<file path="src/rtl/core/utf8_character_histogram_unit_macros.svh">
// Assertion macros shared by the character histogram RTL.
// Included by every module that carries concurrent checks; no other dependencies.
`ifndef UTF8_CHARACTER_HISTOGRAM_UNIT_MACROS_SVH
`define UTF8_CHARACTER_HISTOGRAM_UNIT_MACROS_SVH

// Same-cycle implication, disabled while reset is active.
`define UTFH_ASSERT_NOW(label, clk, rst_n, ante, cons, msg) \
	label: assert property (@(posedge clk) disable iff (!rst_n) (ante) |-> (cons)) \
		else $error(msg);

// Next-cycle implication, disabled while reset is active.
`define UTFH_ASSERT_NEXT(label, clk, rst_n, ante, cons, msg) \
	label: assert property (@(posedge clk) disable iff (!rst_n) (ante) |=> (cons)) \
		else $error(msg);

`endif

</file>
<file path="src/rtl/core/utfh_pkg.sv">
// Shared types, codes and helper functions of the character histogram.
// No dependencies; imported by every module of the block.
package utfh_pkg;

	// Width of a decoded code point.
	localparam int CP_W = 21;

	// Request types.
	localparam logic REQ_PUSH = 1'b0;
	localparam logic REQ_READ = 1'b1;

	// Status codes reported with every result word.
	localparam logic [1:0] ST_OK     = 2'd0;
	localparam logic [1:0] ST_OPEN   = 2'd1;
	localparam logic [1:0] ST_ERROR  = 2'd2;
	localparam logic [1:0] ST_HALTED = 2'd3;

	// Bounds on the first continuation byte of a sequence.
	localparam logic [2:0] CLS_ANY   = 3'd0;
	localparam logic [2:0] CLS_E0    = 3'd1;
	localparam logic [2:0] CLS_ED    = 3'd2;
	localparam logic [2:0] CLS_F0    = 3'd3;
	localparam logic [2:0] CLS_F4    = 3'd4;

	// Decoder result for one accepted word.
	typedef struct packed {
		logic            is_read;
		logic            bump;
		logic [CP_W-1:0] cp;
		logic [1:0]      status;
	} dec_t;

	// Non-count part of a finished result word.
	typedef struct packed {
		logic [CP_W-1:0] cp;
		logic            char_valid;
		logic [1:0]      status;
	} info_t;

	// Checks a continuation byte against the bound left by the lead byte.
	function automatic logic cont_ok(input logic [7:0] b, input logic [2:0] cls);
		logic ok;
		case (cls)
			CLS_E0: ok = (b >= 8'hA0) && (b <= 8'hBF);
			CLS_ED: ok = (b >= 8'h80) && (b <= 8'h9F);
			CLS_F0: ok = (b >= 8'h90) && (b <= 8'hBF);
			CLS_F4: ok = (b >= 8'h80) && (b <= 8'h8F);
			default: ok = (b >= 8'h80) && (b <= 8'hBF);
		endcase
		return ok;
	endfunction

endpackage

</file>
<file path="src/rtl/core/utfh_decode.sv">
// UTF-8 sequence decoder with sticky error state of the character histogram.
// Depends on utfh_pkg and the assertion macro header.
`include "utf8_character_histogram_unit_macros.svh"

module utfh_decode (
	input  logic           clk,
	input  logic           arst_n,
	input  logic           accept,
	input  logic           byte_mode,
	input  logic           req_type,
	input  logic [7:0]     data_byte,
	input  logic           end_of_input,
	output utfh_pkg::dec_t dec
);
	import utfh_pkg::*;

	logic [CP_W-1:0] partial_q, partial_n;
	logic [1:0]      remain_q, remain_n;
	logic [2:0]      cls_q, cls_n;
	logic            sticky_q, sticky_n;
	logic            err, done;
	logic [CP_W-1:0] joined;

	// Code point with this continuation byte shifted in.
	assign joined = {partial_q[CP_W-7:0], data_byte[5:0]};

	// Next decoder state and the result of this word.
	always_comb begin
		partial_n = partial_q;
		remain_n  = remain_q;
		cls_n     = cls_q;
		sticky_n  = sticky_q;
		err       = 1'b0;
		done      = 1'b0;
		dec       = '0;
		dec.is_read = (req_type == REQ_READ);
		if (req_type == REQ_READ) begin
			dec.status = sticky_q ? ST_HALTED : ((remain_q != 2'd0) ? ST_OPEN : ST_OK);
		end else if (sticky_q) begin
			dec.status = ST_HALTED;
		end else if (byte_mode) begin
			partial_n  = '0;
			remain_n   = 2'd0;
			cls_n      = CLS_ANY;
			dec.bump   = 1'b1;
			dec.cp     = CP_W'(data_byte);
			dec.status = ST_OK;
		end else begin
			if (remain_q == 2'd0) begin
				if (data_byte < 8'h80) begin
					partial_n = CP_W'(data_byte);
					done      = 1'b1;
				end else if (data_byte >= 8'hC2 && data_byte <= 8'hDF) begin
					partial_n = CP_W'(data_byte[4:0]);
					remain_n  = 2'd1;
					cls_n     = CLS_ANY;
				end else if (data_byte >= 8'hE0 && data_byte <= 8'hEF) begin
					partial_n = CP_W'(data_byte[3:0]);
					remain_n  = 2'd2;
					cls_n     = (data_byte == 8'hE0) ? CLS_E0 :
						((data_byte == 8'hED) ? CLS_ED : CLS_ANY);
				end else if (data_byte >= 8'hF0 && data_byte <= 8'hF4) begin
					partial_n = CP_W'(data_byte[2:0]);
					remain_n  = 2'd3;
					cls_n     = (data_byte == 8'hF0) ? CLS_F0 :
						((data_byte == 8'hF4) ? CLS_F4 : CLS_ANY);
				end else begin
					err = 1'b1;
				end
			end else if (cont_ok(data_byte, cls_q)) begin
				partial_n = joined;
				cls_n     = CLS_ANY;
				remain_n  = remain_q - 2'd1;
				done      = (remain_q == 2'd1);
			end else begin
				err = 1'b1;
			end

			// A sequence left open by the last byte is an error.
			if (!err && !done && end_of_input) begin
				err = 1'b1;
			end

			if (err) begin
				partial_n  = '0;
				remain_n   = 2'd0;
				cls_n      = CLS_ANY;
				sticky_n   = 1'b1;
				dec.status = ST_ERROR;
			end else if (done) begin
				dec.cp     = partial_n;
				dec.bump   = 1'b1;
				dec.status = ST_OK;
				partial_n  = '0;
				remain_n   = 2'd0;
				cls_n      = CLS_ANY;
			end else begin
				dec.status = ST_OPEN;
			end
		end
	end

	// Decoder state advances only on accepted words.
	always_ff @(posedge clk or negedge arst_n) begin
		if (!arst_n) begin
			partial_q <= '0;
			remain_q  <= 2'd0;
			cls_q     <= CLS_ANY;
			sticky_q  <= 1'b0;
		end else if (accept) begin
			partial_q <= partial_n;
			remain_q  <= remain_n;
			cls_q     <= cls_n;
			sticky_q  <= sticky_n;
		end
	end

	`UTFH_ASSERT_NEXT(a_err_sticks, clk, arst_n, accept && dec.status == ST_ERROR, sticky_q, "decode error did not halt the decoder")
	`UTFH_ASSERT_NOW(a_halted_no_bump, clk, arst_n, sticky_q, !dec.bump, "halted decoder counted a character")
endmodule

</file>
<file path="config.mk">
export PLATFORM = sky130hd
export DESIGN_NAME = utfh_decode
export DESIGN_NICKNAME = d
export VERILOG_FILES = /design/src/rtl/core/utfh_pkg.sv /design/src/rtl/core/utfh_decode.sv
export VERILOG_INCLUDE_DIRS = /design/src /design/src/rtl/core
export SDC_FILE = /design/constraint.sdc
export NUM_CORES = 1
export LEC_CHECK = 0
export ABC_AREA = 1
export BUFFER_PORTS_ARGS = -buffer_cell sky130_fd_sc_hd__buf_4
export CORE_ASPECT_RATIO = 0.9
export CORE_MARGIN = 2
export CORE_UTILIZATION = 30
export CTS_CLUSTER_DIAMETER = 30
export DETAILED_ROUTE_END_ITERATION = 7
export PLACE_DENSITY_LB_ADDON = 0.12
export SYNTH_ARGS = -nofsm -noshare
export SYNTH_HDL_FRONTEND = slang
export SYNTH_SLANG_ARGS = --single-unit
</file>
<file path="constraint.sdc">
create_clock -name clk -period 1.9 [get_ports clk]
set_clock_uncertainty 0.2 [all_clocks]
set_input_delay 0.285 -clock clk [delete_from_list [all_inputs] [get_ports clk]]
set_output_delay 0.285 -clock clk [all_outputs]
set_load 0.005 [all_outputs]
</file>
Yosys cells after proc, flatten, opt, wreduce, memory -nomap -nowiden
Index checks and enable logic that the tools add are counted.
W data, S select, Z words.
{"block": "classes", "add_sub_neg": 1, "n_mul": 0, "div_mod_pow": 0, "n_lt_le_gt_ge": 13, "n_eq_ne": 11, "n_shift": 0, "muxes": 69, "bitwise_logic": 2, "reduce_logical": 18}
{"operator": "$mux W21", "n": 9}
{"operator": "$mux W22", "n": 4}
{"operator": "$ge A8 B8 Y1 const B", "n": 6}
{"operator": "$le A8 B8 Y1 const B", "n": 6}
{"operator": "$mux W3", "n": 11}
{"operator": "$eq A8 B8 Y1 const B", "n": 4}
{"operator": "$mux W2", "n": 15}
{"operator": "$mux W1", "n": 28}
{"operator": "$mux W24", "n": 1}
{"operator": "$logic_and A1 B1 Y1", "n": 10}
{"operator": "$lt A8 B8 Y1 const B", "n": 1}
{"operator": "$ne A7 B2 Y1 const B", "n": 1}
{"operator": "$eq A3 B2 Y1 const B", "n": 2}
{"operator": "$reduce_and A6 Y1", "n": 1}
{"operator": "$ne A5 B3 Y1 const B", "n": 1}
{"operator": "$reduce_bool A5 Y1", "n": 1}
{"operator": "$pmux W1 S4", "n": 1}
{"operator": "$eq A3 B1 Y1 const B", "n": 1}
{"operator": "$eq A3 B3 Y1 const B", "n": 1}
{"operator": "$reduce_and A3 Y1", "n": 1}
{"operator": "$eq A2 B1 Y1 const B", "n": 1}
{"operator": "$logic_not A1 Y1", "n": 2}
{"operator": "$logic_not A2 Y1", "n": 1}
{"operator": "$not A1 Y1", "n": 2}
{"operator": "other kinds (3)", "n": 3}
{"block": "totals", "regBits": 27, "latchBits": 0, "ram_bits": 0, "mem_bits_ro": 0, "elab_cells": 118, "n_memories": 0}

Logic depth before layout (Yosys ltp)
Gate-level depths: netlist of run 1.
{"block": "depth", "ltp_word": 23, "mapped_depth": 12, "ltp_nobuf": 11}

Worst setup path after synthesis of run 1
OpenSTA, ideal clock, no wires.
{"block": "synth_timing", "path_type": "input to output", "startpoint": "input port data_byte[5]", "endpoint": "output port dec[13] (netlist name)", "arrival_ps": 1599, "slack_ps": -184, "path_stages": 9, "n_path_buf": 2, "path_cell_list": "buf_2 -> or2_2 -> nand3_2 -> nand2_2 -> nand2_1 -> nand2_2 -> nor3_4 -> buf_6 -> a21boi_1"}
{"item": "from (decl)", "line": "utfh_decode.sv:11", "source": "input logic [7:0] data_byte,"}
{"item": "to (decl)", "line": "utfh_decode.sv:13", "source": "output utfh_pkg::dec_t dec"}

==> reports/qor.csv, run 1 <==
metric,value,unit
max_cap_violations,0,
floorplan.io_pins,39,
critPathCaptureType,output pin,
worstPathMaxFanout,4,
synth_seq_cells,27,
timing.final.ws_setup,-0.5464,ns
final_max_slew_viol_count,0,
final.min_clock_period,2.446,ns
detail_route.wirelength,7132,µm
place_area,0.003139,mm²
start_to_end_type_of_the_worst_setup_path,reg -> out,
filler_cell_count,711,
slew_headroom,75.21,%
worstHoldPathType,in -> reg,
syn_avg_cell_area,6.489,µm²
post_synthesis_cells,328,
antenna-diode-count,0,
synth_area,0.002128,mm²
synth_top_cell_area_share,31.75,%
track_usage,18.80,%
htree_num_levels,1,
initial_utilization,30.55,%
starting_drt_drc_count,111,
post_route_cells_drive_above_1_share,47.09,%
flow.area_growth_from_synthesis,67.96,%
final_util,51.31,%
antenna_violating_nets_post_route,0,
port_buffers,38,
fmax,408.8,MHz
ys_warn_count,0,
detailed_place_hpwl,5185,µm
die_width,92.79,µm
gp_congestion,0.8433,
synth.yosys.seq_area_share,31.75,%
die_area,0.007785,mm²
data_arrival_time_of_the_critical_path,1.96,ns
cts_tree,done,
coreArea,0.006967,mm²
run_status,"complete, but fails checks",
failed_checks,negative setup slack,
netlist-cell-type-count,30,
clkSlewWorstSetupHoldPaths,0.10,ns
grt_first_pass_wirelength,11820,µm
final_design_area_no_fill,0.003575,mm²
power.ir.vdd_worst,0.2031,mV
grt_start_max_net_pins,44,
tns,-14.11,ns
hold_viol,0,
clock_tree.root_cell,sky130_fd_sc_hd__clkbuf_8,
grt_pass1_vias,2418,
postSynthNetCount,342,
critPathLaunchType,flop,
clock_latency,0.28,ns
crit_chain,"buf_4, a21oi_4, nand3_4, nand2_4, nand2_4, nand2_4, buf_4, buf_4, nand4_1, o21ai_2, buf_4",
synth.largest_area_cell,sky130_fd_sc_hd__dfrtp_1,
floorplan.die.height,83.91,µm
total_leakage_power,0.001623,µW
path_common_cell,sky130_fd_sc_hd__buf_4,
synth_top_cells_by_area,"sky130_fd_sc_hd__dfrtp_1 (32%), sky130_fd_sc_hd__nand2_1 (20%), sky130_fd_sc_hd__nand3_1 (10%), sky130_fd_sc_hd__a21oi_1 (7.3%), sky130_fd_sc_hd__nor2_1 (4.6%)",
rows,29,
drc,0,
setup-violations-final,45,
critPathMaxStageDelay,0.43,ns
setup_repair_after_global_routing_missed_its_margin,yes,
worst_pin_slew,0.3718,ns
cts.sink_count,27,
nNetsFinal,461,
cts_buffer_depth,2,
avgViaCountPerCell,4.785,
cts_inserted_buffers,3,
final.period_utilization,128.8,%
wire_per_inst,13.23,µm
cellPowerDensity,336.9,mW/mm²
crit_required,1.41,ns
grt_overflow_total,0,
cpMaxStageDelayCell,sky130_fd_sc_hd__dfrtp_1,
initial_antenna_violation_count,0,
drtPass1Iterations,5,
routed-via-count,2579,
[power by group]
group          total [µW]  internal [µW]  leakage [µW]  switching (µW)
Sequential            574            574      0.000372               0
Clock                 345            151     0.0000228             194
Combinational         285            135       0.00123             151
[cell usage in the layout (no fill, tap or decap), types with 4 or more instances in the layout]
cell | Yosys | routed
sky130_fd_sc_hd__o21ai_1 | 0 | 9
sky130_fd_sc_hd__nor2_1 | 26 | 18
sky130_fd_sc_hd__buf_4 | 2 | 109
sky130_fd_sc_hd__inv_1 | 18 | 17
sky130_fd_sc_hd__nand3_4 | 1 | 4
sky130_fd_sc_hd__nand2_1 | 114 | 99
sky130_fd_sc_hd__a21oi_1 | 31 | 22
sky130_fd_sc_hd__nor2_2 | 1 | 7
sky130_fd_sc_hd__buf_6 | 3 | 15
sky130_fd_sc_hd__o21ai_2 | 1 | 4
sky130_fd_sc_hd__a21oi_2 | 0 | 8
sky130_fd_sc_hd__a21boi_2 | 7 | 11
sky130_fd_sc_hd__nand2_4 | 1 | 7
sky130_fd_sc_hd__dfrtp_1 | 27 | 27
sky130_fd_sc_hd__nand3_2 | 2 | 10
sky130_fd_sc_hd__nand3_1 | 43 | 32
sky130_fd_sc_hd__nand2_2 | 2 | 11
sky130_fd_sc_hd__nand4_1 | 5 | 5
[layer usage]
metal / share of wire (%) / GRT usage (%) / vias up
met5: 0 / 0 / -
met4: 0.38 / 2.406 / 0
met3: 3.5 / 2.800 / 2
met2: 46 / 30.63 / 37
met1: 50 / 27.06 / 1211
li1: - / - / 1329
[layout make-up]
class                      instances  area, µm²  area share [%]
clock buffer                       4      45.04           1.260
inverter                          22      102.6           2.870
multi-input combinational        265       1578           44.14
sequential                        27      675.6           18.90
tap                               93      116.4           3.255
timing repair buffer             128       1057           29.58
[per-stage QoR]
stage | cells | worst slack (ns) | total power, µW | hold WS, ns
2_1_floorplan | 328 | -0.1017 | 686.7 | -0.2106
3_5_place_dp | 521 | -0.4874 | 834.4 | 0.03908
5_1_grt | 539 | -0.6496 | 1266 | 0.1562
3_3_place_gp | 521 | -0.4962 | 833.9 | 0.03808
4_1_cts | 535 | -0.5582 | 1201 | 0.1244
6_report | 539 | -0.5464 | 1204 | 0.1343
[flip-flops by register name (all words and copies together), names as in the netlist]
signal / flops
partial_q: 21
cls_q: 3
remain_q: 2
sticky_q: 1
[worst max-delay path: cells and delay by family (launching register included)]
family	cells	cell delay, ns
flops	1	0.43
simple gates	5	0.47
compound gates	2	0.28
buf+inv	4	0.49
[path summary, 6_finish.rpt]
kind / slack [ns] / cells after the start / endpoint / start
hold / removal: 0.13 / 3 / sticky_q / req_type
hold reg to reg: 0.29 / 2 / partial_q[19] / partial_q[19]
max in group asynchronous: 0.97 / 2 / remain_q[1] / arst_n
setup reg to reg: -0.13 / 13 / partial_q[13] / cls_q[2]
min in group asynchronous: 0.26 / 2 / partial_q[12] / arst_n
setup / recovery: -0.55 / 11 / dec[0] / cls_q[2]
[timing repair]
action,4_1_cts,5_1_grt
hold buffers,1,0
hold endpoints to repair,27,0
resized for setup,51,38
endpoints found under the setup margin,49,51
gates cloned,1,0
setup buffers,10,8
pin swaps,15,31
[synth_stat cells (all sizes together)]
library cell  number
nand2            117
nand3             46
a21oi             32
nor2              28
dfrtp             27
inv               21
o21ai             16
a21boi            13
clkbuf             8
buf                6
nand4              5
nor3               4
or2                3
clkinv             1
nor4               1
[cells by family (layout without fill, tap and decap cells)]
logic type	after synthesis	count (layout)	share of synthesized area (%)
AND/OR/NAND/NOR	204	204	42.62
AO/OA/AOI/OAI	61	61	17.81
buffers and inverters	36	154	7.818
flip-flops	27	27	31.75
(Power assumes the default switching activity.)
==> run 2: changes to the inputs <==
--- a/config.mk
+++ b/config.mk
@@ -14,6 +14,7 @@
 export CTS_CLUSTER_DIAMETER = 30
 export DETAILED_ROUTE_END_ITERATION = 7
 export PLACE_DENSITY_LB_ADDON = 0.12
+export REMOVE_ABC_BUFFERS = 1
 export SYNTH_ARGS = -nofsm -noshare
 export SYNTH_HDL_FRONTEND = slang
 export SYNTH_SLANG_ARGS = --single-unit
==> reports/qor.csv, run 2 (synthesized netlist as in run 1, its figures left out) <==
metric,value,unit
critPathCaptureType,output pin,
avgViaCountPerCell,4.766,
port_buffers,38,
setup-violations-final,43,
fmax,413.1,MHz
critPathLaunchType,flop,
max_flop_register,partial_q,
grt_pass1_vias,2493,
cts_inserted_buffers,3,
setup_repair_after_global_routing_missed_its_margin,yes,
data_arrival_time_of_the_critical_path,1.94,ns
regToRegStartpoint,cls_q[1],
die_area,0.007785,mm²
drc,0,
htree_num_levels,1,
antenna-diode-count,0,
post_route_cells_drive_above_1_share,47.53,%
final.period_utilization,127.4,%
run_status,"complete, but fails checks",
coreArea,0.006967,mm²
cts_buffer_depth,2,
layout_commonest_cell,sky130_fd_sc_hd__buf_4,
min_to,sticky_q,
worstPathMaxFanout,7,
worst_pin_slew,0.3619,ns
cts.sink_count,27,
initial_utilization,30.55,%
grt_start_max_net_pins,44,
track_usage,19.06,%
floorplan.io_pins,39,
failed_checks,negative setup slack,
r2r_cells,15,
clkSlewWorstSetupHoldPaths,0.09,ns
hold_viol,0,
drtPass1Iterations,4,
clock_tree.root_cell,sky130_fd_sc_hd__clkbuf_8,
timing.final.ws_setup,-0.5205,ns
post-place-ws,-0.4159,ns
antenna_violating_nets_post_route,0,
die_width,92.79,µm
cts_tree,done,
clock_latency,0.28,ns
slew_headroom,75.87,%
rr_endpoint,partial_q[18],
detail_route.wirelength,7351,µm
final_max_slew_viol_count,0,
initial_antenna_violation_count,0,
starting_drt_drc_count,112,
layout_common_cells,"sky130_fd_sc_hd__buf_4 (102), sky130_fd_sc_hd__nand2_1 (96), sky130_fd_sc_hd__dfrtp_1 (26), sky130_fd_sc_hd__nand3_1 (25), sky130_fd_sc_hd__a21oi_1 (25)",
grt_first_pass_wirelength,12000,µm
reg2reg_slack,-0.48,ns
worstHoldPathType,in -> reg,
grt_overflow_total,0,
largest_register_ffs,21,
cellPowerDensity,337.8,mW/mm²
start_to_end_type_of_the_worst_setup_path,reg -> out,
reg.largest.list,"partial_q (21), cls_q (3), remain_q (2)",
flow.area_growth_from_synthesis,68.49,%
wire_per_inst,13.64,µm
floorplan.die.height,83.91,µm
total_leakage_power,0.001651,µW
rows,29,
nNetsFinal,461,
crit_required,1.41,ns
final.min_clock_period,2.421,ns
worst_hold_slack,0.1371,ns
max_cap_violations,0,
routed-via-count,2569,
min_delay_path_depth,3,
gp_congestion,0.9153,
min_from,req_type,
power.ir.vdd_worst,0.2177,mV
detailed_place_hpwl,5129,µm
run 2: routing by layer:
metal  global-route usage, %  wire (µm)  vias to the layer above
met5                       0          0                        -
met4                   2.540         47                        0
met3                   2.800        201                        4
met2                   31.42       3497                       33
met1                   27.12       3604                     1213
li1                        -          -                     1319
run 2: power by group:
part | switching, µW | internal, µW
clock | 198 | 148
sequential | 0 | 574
combinational | 149 | 142
total | 347 | 864
run 2: area by class of cell:
type | instances | area [µm²]
Fill cell | 717 | 3381
Multi-Input combinational cell | 265 | 1530
Timing Repair Buffer | 128 | 1124
Sequential cell | 27 | 676.9
Tap cell | 93 | 116.4
Inverter | 22 | 92.59
Clock buffer | 3 | 41.29
Clock inverter | 1 | 5.005
run 2: how the worst max path moves through the flow:
stage / start / endpoint
6_report: cls_q[2] / dec[9]
5_1_grt: cls_q[1] / dec[4]
4_1_cts: cls_q[2] / dec[4]
3_5_place_dp: data_byte[2] / dec[1]
3_3_place_gp: data_byte[2] / dec[5]
2_1_floorplan: sticky_q / partial_q[10]
run 2: critical path, stage by stage (launching register included):
cell                      delay (ns)
sky130_fd_sc_hd__dfrtp_1        0.44
sky130_fd_sc_hd__nor2_2         0.09
sky130_fd_sc_hd__a21oi_4        0.21
sky130_fd_sc_hd__buf_12         0.13
sky130_fd_sc_hd__nand3_4        0.15
sky130_fd_sc_hd__inv_6          0.14
sky130_fd_sc_hd__nand2_4        0.05
sky130_fd_sc_hd__nor2_1         0.11
sky130_fd_sc_hd__a21oi_1        0.05
sky130_fd_sc_hd__nor2_1         0.14
sky130_fd_sc_hd__buf_4          0.14
run 2: stage by stage:
step | power (µW) | std cells | utilization (%) | cell area, µm² | setup TNS, ns
detailed placement | 818.5 | 513 | 43.34 | 3019 | -12.95
CTS | 1201 | 532 | 48.44 | 3374 | -13.36
finish | 1211 | 539 | 51.47 | 3586 | -18.77
floorplan | 667.1 | 314 | - | 2044 | -8.059
global placement | 819.4 | 513 | 43.34 | 3019 | -12.69
global route | 1291 | 539 | 51.47 | 3586 | -23.13
run 2: what timing repair did:
item	CTS	global route
resized for setup	62	46
buffers inserted	17	9
endpoints found under the hold margin	27	0
pin swaps	22	25
gates cloned	0	1
hold buffers	1	0
endpoints found under the setup margin	45	50
